### config.mk
export PLATFORM = sky130hd
export DESIGN_NAME = i2c_register_transaction_master
export DESIGN_NICKNAME = d
export VERILOG_FILES = /design/src/design/i2crtm_pkg.sv /design/src/design/i2c_register_transaction_master.sv
export SDC_FILE = /design/constraint.sdc
export NUM_CORES = 1
export LEC_CHECK = 0
export ABC_CLOCK_PERIOD_IN_PS = 6200
export BUFFER_PORTS_ARGS = -buffer_cell sky130_fd_sc_hd__buf_2
export CORE_MARGIN = 2
export CORE_UTILIZATION = 50
export DETAILED_ROUTE_END_ITERATION = 10
export HOLD_SLACK_MARGIN = 0.05
export PLACE_DENSITY = 0.69
export REMOVE_ABC_BUFFERS = 1
export SKIP_LAST_GASP = 1
export SLEW_MARGIN = 40
export SYNTH_ARGS = -nofsm -noshare
export SYNTH_HDL_FRONTEND = slang
export SYNTH_SLANG_ARGS = --single-unit
### constraint.sdc
create_clock -name clk_i -period 6.2 [get_ports clk_i]
set_input_delay 1.24 -clock clk_i [delete_from_list [all_inputs] [get_ports clk_i]]
set_output_delay 1.24 -clock clk_i [all_outputs]
set_load 0.005 [all_outputs]
### src/design/i2crtm_pkg.sv
// ----------------------------------------------------------------------------
// I2C register transaction master - shared definitions
// Stage codes, operation codes and configuration register indexes.
// ----------------------------------------------------------------------------
package i2crtm_pkg;

  localparam int unsigned StageW = 4;
  localparam int unsigned StepW  = StageW + 1;
  localparam int unsigned BitW   = 4;
  localparam int unsigned CfgIdxW = 3;
  localparam int unsigned CfgDataW = 8;

  localparam logic [StageW-1:0] STG_IDLE   = 4'd0;
  localparam logic [StageW-1:0] STG_START  = 4'd1;
  localparam logic [StageW-1:0] STG_ADDRW  = 4'd2;
  localparam logic [StageW-1:0] STG_REG    = 4'd3;
  localparam logic [StageW-1:0] STG_DATA   = 4'd4;
  localparam logic [StageW-1:0] STG_RSTART = 4'd5;
  localparam logic [StageW-1:0] STG_ADDRR  = 4'd6;
  localparam logic [StageW-1:0] STG_READ   = 4'd7;
  localparam logic [StageW-1:0] STG_MACK   = 4'd8;
  localparam logic [StageW-1:0] STG_STOP   = 4'd9;

  localparam logic [1:0] OP_TICK  = 2'd0;
  localparam logic [1:0] OP_WRITE = 2'd1;
  localparam logic [1:0] OP_READ  = 2'd2;

  localparam logic [CfgIdxW-1:0] CFG_DEV_ADDR    = 3'd0;
  localparam logic [CfgIdxW-1:0] CFG_PHASE       = 3'd1;
  localparam logic [CfgIdxW-1:0] CFG_START_STOP  = 3'd2;
  localparam logic [CfgIdxW-1:0] CFG_ACK_TIMEOUT = 3'd3;
  localparam logic [CfgIdxW-1:0] CFG_ACK_AFTER   = 3'd4;

  localparam logic [6:0] DEV_ADDR_RST    = 7'd50;
  localparam logic [7:0] PHASE_RST       = 8'd2;
  localparam logic [7:0] START_STOP_RST  = 8'd4;
  localparam logic [7:0] ACK_TIMEOUT_RST = 8'd250;

  localparam logic [BitW-1:0] PART_FIRST = 4'd0;
  localparam logic [BitW-1:0] PART_SETUP = 4'd1;
  localparam logic [BitW-1:0] PART_LAST  = 4'd2;
  localparam logic [BitW-1:0] BITS_BYTE  = 4'd8;

  typedef struct packed {
    logic [7:0] read_data;
    logic       ack_error;
    logic       done_res;
    logic       busy_res;
    logic       sda_level;
    logic       scl_level;
  } result_t;

endpackage

### src/design/i2c_register_transaction_master.sv
// ----------------------------------------------------------------------------
// I2C register transaction master
// Drives single-register write and read transactions on SCL and SDA, one bus
// time unit per tick item.
// ----------------------------------------------------------------------------
// Each item on the slave stream is either a command (write or read of one
// register) or a tick that advances the bus by one time unit and carries the
// sampled SDA level. Every item yields exactly one result with the SCL/SDA
// drive levels, busy, a done pulse, the acknowledge error flag and the last
// read byte. One item is taken per clock cycle while the result output is not
// stalled; an item goes from the input register to the result register, and
// the sequencer state advances once per item between those two registers.
// Commands arriving while a transaction runs are ignored. Write the
// configuration registers only while the block is idle.
module i2c_register_transaction_master
  import i2crtm_pkg::*;
(
  input  logic                clk_i,
  input  logic                rst_ni,
  input  logic                s_axis_tvalid,
  output logic                s_axis_tready,
  // [7:0] reg_addr, [15:8] write_data, [16] sda_in, [23:17] zero
  input  logic [23:0]         s_axis_tdata,
  // [1:0] operation
  input  logic [1:0]          s_axis_tuser,
  output logic                m_axis_tvalid,
  input  logic                m_axis_tready,
  // [0] scl_level, [1] sda_level, [2] busy_res, [3] done_res, [4] ack_error,
  // [12:5] read_data, [15:13] zero
  output logic [15:0]         m_axis_tdata,
  input  logic                cfg_valid_i,
  output logic                cfg_ready_o,
  input  logic [CfgIdxW-1:0]  cfg_index_i,
  input  logic [CfgDataW-1:0] cfg_data_i
);

  logic [6:0] dev_addr_q;
  logic [7:0] phase_q, start_stop_q, ack_timeout_q;
  logic       ack_after_q;

  logic       in_valid_q;
  logic [1:0] in_op_q;
  logic [7:0] in_raddr_q, in_wdata_q;
  logic       in_sda_q;

  logic       out_valid_q;
  result_t    out_q, out_d;

  logic [StepW-1:0] step_q, step_d;
  logic [BitW-1:0]  bit_q, bit_d;
  logic [7:0]       tmr_q, tmr_d;
  logic [7:0]       shift_q, shift_d;
  logic             isrd_q, isrd_d;
  logic [7:0]       raddr_q, raddr_d;
  logic [7:0]       wdata_q, wdata_d;
  logic [7:0]       rx_q, rx_d;
  logic             err_q, err_d;
  logic             scl_q, scl_d;
  logic             sda_q, sda_d;

  logic out_free, adv;

  assign out_free      = !out_valid_q || m_axis_tready;
  assign adv           = in_valid_q && out_free;
  assign s_axis_tready = !in_valid_q || out_free;
  assign m_axis_tvalid = out_valid_q;
  assign m_axis_tdata  = {3'b000, out_q};
  assign cfg_ready_o   = 1'b1;

  always_ff @(posedge clk_i or negedge rst_ni) begin
    if (!rst_ni) begin
      dev_addr_q    <= DEV_ADDR_RST;
      phase_q       <= PHASE_RST;
      start_stop_q  <= START_STOP_RST;
      ack_timeout_q <= ACK_TIMEOUT_RST;
      ack_after_q   <= 1'b1;
    end else if (cfg_valid_i) begin
      case (cfg_index_i)
        CFG_DEV_ADDR:    dev_addr_q    <= cfg_data_i[6:0];
        CFG_PHASE:       phase_q       <= cfg_data_i;
        CFG_START_STOP:  start_stop_q  <= cfg_data_i;
        CFG_ACK_TIMEOUT: ack_timeout_q <= cfg_data_i;
        CFG_ACK_AFTER:   ack_after_q   <= cfg_data_i[0];
        default: ;
      endcase
    end
  end

  always_ff @(posedge clk_i or negedge rst_ni) begin
    if (!rst_ni) begin
      in_valid_q <= 1'b0;
    end else if (s_axis_tready) begin
      in_valid_q <= s_axis_tvalid;
    end
  end

  always_ff @(posedge clk_i) begin
    if (s_axis_tvalid && s_axis_tready) begin
      in_op_q    <= s_axis_tuser;
      in_raddr_q <= s_axis_tdata[7:0];
      in_wdata_q <= s_axis_tdata[15:8];
      in_sda_q   <= s_axis_tdata[16];
    end
  end

  always_comb begin
    logic [StageW-1:0] stage;
    logic              half;
    logic [7:0]        dur;
    logic [8:0]        tmr_up;
    logic              el;
    logic              go;
    logic [StageW-1:0] go_stg;
    logic [BitW-1:0]   go_part;
    logic              done;
    logic [StageW-1:0] nxt;

    stage   = step_q[StepW-1:1];
    half    = step_q[0];
    tmr_up  = {1'b0, tmr_q} + 9'd1;
    dur     = phase_q;
    el      = 1'b0;
    go      = 1'b0;
    go_stg  = STG_IDLE;
    go_part = PART_FIRST;
    done    = 1'b0;
    nxt     = STG_STOP;

    step_d  = step_q;
    bit_d   = bit_q;
    tmr_d   = tmr_q;
    shift_d = shift_q;
    isrd_d  = isrd_q;
    raddr_d = raddr_q;
    wdata_d = wdata_q;
    rx_d    = rx_q;
    err_d   = err_q;
    scl_d   = scl_q;
    sda_d   = sda_q;

    if (in_op_q == OP_WRITE || in_op_q == OP_READ) begin
      if (stage == STG_IDLE) begin
        raddr_d = in_raddr_q;
        wdata_d = in_wdata_q;
        isrd_d  = (in_op_q == OP_READ);
        err_d   = 1'b0;
        go      = 1'b1;
        go_stg  = STG_START;
        go_part = PART_SETUP;
      end
    end else begin
      case (stage)
        STG_START, STG_RSTART: begin
          if (bit_q == PART_FIRST) begin
            scl_d = 1'b0; sda_d = 1'b1; dur = phase_q;
          end else if (bit_q == PART_SETUP) begin
            scl_d = 1'b1; sda_d = 1'b1; dur = start_stop_q;
          end else begin
            scl_d = 1'b1; sda_d = 1'b0; dur = start_stop_q;
          end
          el    = tmr_up >= {1'b0, dur};
          tmr_d = el ? 8'd0 : tmr_up[7:0];
          if (el) begin
            if (bit_q < PART_LAST) begin
              bit_d = bit_q + 4'd1;
            end else begin
              go     = 1'b1;
              go_stg = (stage == STG_RSTART) ? STG_ADDRR : STG_ADDRW;
            end
          end
        end
        STG_ADDRW, STG_REG, STG_DATA, STG_ADDRR: begin
          scl_d = half;
          if (bit_q < BITS_BYTE) begin
            sda_d = shift_q[7];
            el    = tmr_up >= {1'b0, phase_q};
            tmr_d = el ? 8'd0 : tmr_up[7:0];
            if (el) begin
              if (!half) begin
                step_d[0] = 1'b1;
              end else begin
                step_d[0] = 1'b0;
                shift_d   = {shift_q[6:0], 1'b0};
                bit_d     = bit_q + 4'd1;
              end
            end
          end else begin
            sda_d = 1'b1;
            if (!half) begin
              el    = tmr_up >= {1'b0, phase_q};
              tmr_d = el ? 8'd0 : tmr_up[7:0];
              if (el) step_d[0] = 1'b1;
            end else if (!in_sda_q) begin
              if (stage == STG_ADDRW) nxt = STG_REG;
              else if (stage == STG_REG) nxt = isrd_q ? STG_RSTART : STG_DATA;
              else if (stage == STG_ADDRR) nxt = STG_READ;
              go     = 1'b1;
              go_stg = nxt;
            end else begin
              el    = tmr_up >= {1'b0, ack_timeout_q};
              tmr_d = el ? 8'd0 : tmr_up[7:0];
              if (el) begin
                err_d  = 1'b1;
                go     = 1'b1;
                go_stg = STG_STOP;
              end
            end
          end
        end
        STG_READ: begin
          sda_d = 1'b1;
          scl_d = half;
          if (half && tmr_q == 8'd0) shift_d = {shift_q[6:0], in_sda_q};
          el    = tmr_up >= {1'b0, phase_q};
          tmr_d = el ? 8'd0 : tmr_up[7:0];
          if (el) begin
            if (!half) begin
              step_d[0] = 1'b1;
            end else begin
              step_d[0] = 1'b0;
              bit_d     = bit_q + 4'd1;
              if (bit_d >= BITS_BYTE) begin
                rx_d   = shift_d;
                go     = 1'b1;
                go_stg = STG_MACK;
              end
            end
          end
        end
        STG_MACK: begin
          sda_d = !ack_after_q;
          scl_d = half;
          el    = tmr_up >= {1'b0, phase_q};
          tmr_d = el ? 8'd0 : tmr_up[7:0];
          if (el) begin
            if (!half) begin
              step_d[0] = 1'b1;
            end else begin
              go     = 1'b1;
              go_stg = STG_STOP;
            end
          end
        end
        STG_STOP: begin
          if (bit_q == PART_FIRST) begin
            scl_d = 1'b0; sda_d = 1'b0; dur = phase_q;
          end else if (bit_q == PART_SETUP) begin
            scl_d = 1'b1; sda_d = 1'b0; dur = start_stop_q;
          end else begin
            scl_d = 1'b1; sda_d = 1'b1; dur = start_stop_q;
          end
          el    = tmr_up >= {1'b0, dur};
          tmr_d = el ? 8'd0 : tmr_up[7:0];
          if (el) begin
            if (bit_q < PART_LAST) begin
              bit_d = bit_q + 4'd1;
            end else begin
              go     = 1'b1;
              go_stg = STG_IDLE;
              done   = 1'b1;
            end
          end
        end
        default: begin
          go    = 1'b1;
          scl_d = 1'b1;
          sda_d = 1'b1;
        end
      endcase
    end

    if (go) begin
      step_d = {go_stg, 1'b0};
      bit_d  = go_part;
      tmr_d  = 8'd0;
      case (go_stg)
        STG_ADDRW: shift_d = {dev_addr_q, 1'b0};
        STG_ADDRR: shift_d = {dev_addr_q, 1'b1};
        STG_REG:   shift_d = raddr_d;
        STG_DATA:  shift_d = wdata_d;
        STG_READ:  shift_d = 8'd0;
        default: ;
      endcase
    end

    out_d.scl_level = scl_d;
    out_d.sda_level = sda_d;
    out_d.busy_res  = (step_d[StepW-1:1] != STG_IDLE);
    out_d.done_res  = done;
    out_d.ack_error = err_d;
    out_d.read_data = rx_d;
  end

  always_ff @(posedge clk_i or negedge rst_ni) begin
    if (!rst_ni) begin
      step_q  <= {STG_IDLE, 1'b0};
      bit_q   <= '0;
      tmr_q   <= '0;
      shift_q <= '0;
      isrd_q  <= 1'b0;
      raddr_q <= '0;
      wdata_q <= '0;
      rx_q    <= '0;
      err_q   <= 1'b0;
      scl_q   <= 1'b1;
      sda_q   <= 1'b1;
    end else if (adv) begin
      step_q  <= step_d;
      bit_q   <= bit_d;
      tmr_q   <= tmr_d;
      shift_q <= shift_d;
      isrd_q  <= isrd_d;
      raddr_q <= raddr_d;
      wdata_q <= wdata_d;
      rx_q    <= rx_d;
      err_q   <= err_d;
      scl_q   <= scl_d;
      sda_q   <= sda_d;
    end
  end

  always_ff @(posedge clk_i or negedge rst_ni) begin
    if (!rst_ni) begin
      out_valid_q <= 1'b0;
    end else if (out_free) begin
      out_valid_q <= in_valid_q;
    end
  end

  always_ff @(posedge clk_i) begin
    if (adv) begin
      out_q <= out_d;
    end
  end

endmodule
==> reports/metrics.yaml <==
outcome: "complete, no violations"
grt_pass1_vias: 4837
dr.pass1.iters: 5
synth_mux_area_share_pct: 10.8
yosysMostFrequentCell: "dfrtp_1"
numCtsBuffers: 17
hold_start: "sda_q$_DFFE_PN1P_"
p_leak_nw: 3.23
dpl.hpwl_um: 10600
die_area_mm2: 0.0140
setup_violations: 0
overflow: 0
critPathBufInv: 1
power_w: 0.00278
synth.distinct_cells: 71
worst_pin_slew_ps: 788
cp_cell_sequence: "ha_1 > nand2_1 > xnor2_1 > ha_1 > nand3_1 > or3_2 > o22a_1 > nand2_1 > ha_1 > nand2_1 > and2_1 > a32oi_1 > buf_4 > nand4_1 > a21o_1 > a221oi_1"
postCtsSetupBuffers: 0
n_antenna_cell: 0
synth_fa_ha_area_share_pct: 6.11
syn_area_mm2: 0.00655
clock_sinks: 119
seq_area_frac_synth_pct: 48.2
power_density_mw_per_mm2: 371
synth_edf_count: 32
dpl-instance-area_mm2: 0.00688
startpoint: "tmr_q[0]$_DFFE_PN0P_"
postCtsHoldBufs: 0
end_kind: "flop"
async_reset_ff_share_pct: 73.1
avgSynthCellArea_um2: 10.6
synthSimpleGateAreaFrac_pct: 14.7
port-buffer-count: 49
grt_util_all_layers_pct: 22.0
clockBufferDepth: 2
cts-root-buf: "clkbuf_16"
critPathMaxStageDelay_ps: 540
fin_tns_setup_ps: 0
maxSlewHeadroom_pct: 47.4
crit_required_ps: 6500
synth_area_leaders: "dfrtp_1, edfxtp_1, mux2_2"
fin_crit_ps: 4560
ys_ff_latch: 119
maxSlewViolCount: 0
dr_wl_met2_um: 6960
grt_pass1_wl_um: 24400
vias: 4933
max_freq_mhz: 219
yosysTopAreaCell: "dfrtp_1"
yosys-top-cells-count: "dfrtp_1, mux2_2, nand2_1"
arrival_ps: 4860
wl_per_cell_um: 17.5
postRouteAntennaNets: 0
htree_levels: 4
route.top_layer_used: "met4"
rr_startpoint: "tmr_q[0]$_DFFE_PN0P_"
cts_tree: "yes"
layout-drive-gt1-share_pct: 24.4
reg2regPathDepth: 16
critPathMaxFanout: 11
rsz0062_at_grt: "false"
worstHoldPathType: "flop to flop"
row_count: 41
ios: 61
grt_max_degree: 59
insertion_delay_ps: 420
critPathLaunchType: "flop"
path_delay_family: "simple AND/OR/NAND/NOR gates"
worst-path-stages: 16
ys.flop_type: "dfrtp_1"
initial_core_util_pct: 51.5
clk_pin_slew_ps: 50
die_w_um: 118
hold_path_depth: 2
drt_iter0_drc: 321
die_h_um: 118
stdcell_area_mm2: 0.00751
hold_violations: 0
post-route-period-util_pct: 73.5
cp_slowest_cell: "dfrtp_1"
wl_met1_um: 6620
yosysWarnings: 0
worstSetupPathType: "flop to flop"
coreArea_mm2: 0.0127
skew_ps: 11.4
postSynthCellCount: 618
synth_top_family_by_area: "simple AND/OR/NAND/NOR gates"
antenna_found_initial: 0
synth_compound_area_share_pct: 14.5
drc: 0
place_congestion: 0.910
wirelength_um: 14800
synth_top_area_share_pct: 27.9
viasPerCell: 5.82
ir_drop_mv: 0.258
synth-xor-area-share_pct: 0.936
dr_wl_met3_um: 916
nNetsFinal: 737
maxCapViolCount: 0
cts_resized: 0
area_delta_synth_final_pct: 14.6
## power breakdown
part           leakage (nW)  total, W  internal, W  switching (W)
Sequential             1.36   0.00109     0.000979       0.000115
Clock                 0.290   0.00102     0.000671       0.000352
Combinational          1.59  0.000668     0.000305       0.000363
Total                  3.23   0.00278      0.00195       0.000830
## layout make-up
cell class,count,area [µm²]
multi-input cells,436,3120
well taps,172,215
clock inverters,12,174
repair buffers,52,270
clock buffers,20,437
flip-flops and latches,119,3160
inverters,37,139
fillers,1098,5220
## worst min-delay path: cells and delay by family (launching register included)
kind / cells / cell delay (ps)
AND/OR/NAND/NOR: 2 / 100
flip-flops: 1 / 360
## layout by cell type, fill, tap and decap left out, types with 8 or more instances in the layout
cell       instances
nand2_1           52
a21oi_1           33
inv_1             36
nand3_1           17
dfstp_2           14
dfrtp_1           73
o22ai_1            9
nor2_1            38
nor3_1             8
ha_1              32
mux2i_1           12
nor2b_1           13
nand2b_1          10
nand4_1            9
o21ai_0           38
mux2_2            52
edfxtp_1          32
a21o_1            11
buf_2             48
clkbuf_16         17
## per-stage QoR
step                setup slack, ps  hold WS [ps]  utilization (%)  std cells
CTS                            1480           463             58.9        848
floorplan                      1990           439                -        592
global placement               1600           446             54.0        816
finish                         1640           461             59.0        848
global route                   1390           480             59.0        848
detailed placement             1530           456             54.1        816
## logic make-up after synthesis
kind of cell,Yosys count
AOI/OAI and AO/OA,145
xor gates and xnor gates,7
muxes,64
buffers and inverters,65
adders and majority gates,32
other,2
DFF,119
and+or+nand+nor,184
## metal layers
metal,vias to the layer above,track usage [%]
met2,181,35.3
met4,0,8.33
met3,32,4.54
met1,2378,29.4
li1,2342,-
met5,-,0
## flip-flops by register name, summed over array words and instances (netlist names)
register       flops
ack_timeout_q      8
raddr_q            8
m_axis_tdata      13
bit_q              4
rx_q               8
tmr_q              8
isrd_q             1
m_axis_tvalid      1
dev_addr_q         7
sda_q              1
shift_q            8
wdata_q            8
phase_q            8
err_q              1
in_raddr_q         8
in_wdata_q         8
in_sda_q           1
start_stop_q       8
scl_q              1
in_valid_q         1
in_op_q            2
ack_after_q        1
step_q             5
## worst paths after layout
kind / endpoint / slack [ps]
setup / recovery: shift_q[6]$_DFFE_PN0P_ / 1640
hold / removal: sda_q$_DFFE_PN1P_ / 460
setup reg to reg: shift_q[6]$_DFFE_PN0P_ / 1640
hold reg to reg: sda_q$_DFFE_PN1P_ / 460
max in group asynchronous: shift_q[1]$_DFFE_PN0P_ / 4380
min in group asynchronous: start_stop_q[6]$_DFFE_PN0P_ / 760
(Power assumes the default switching activity.)
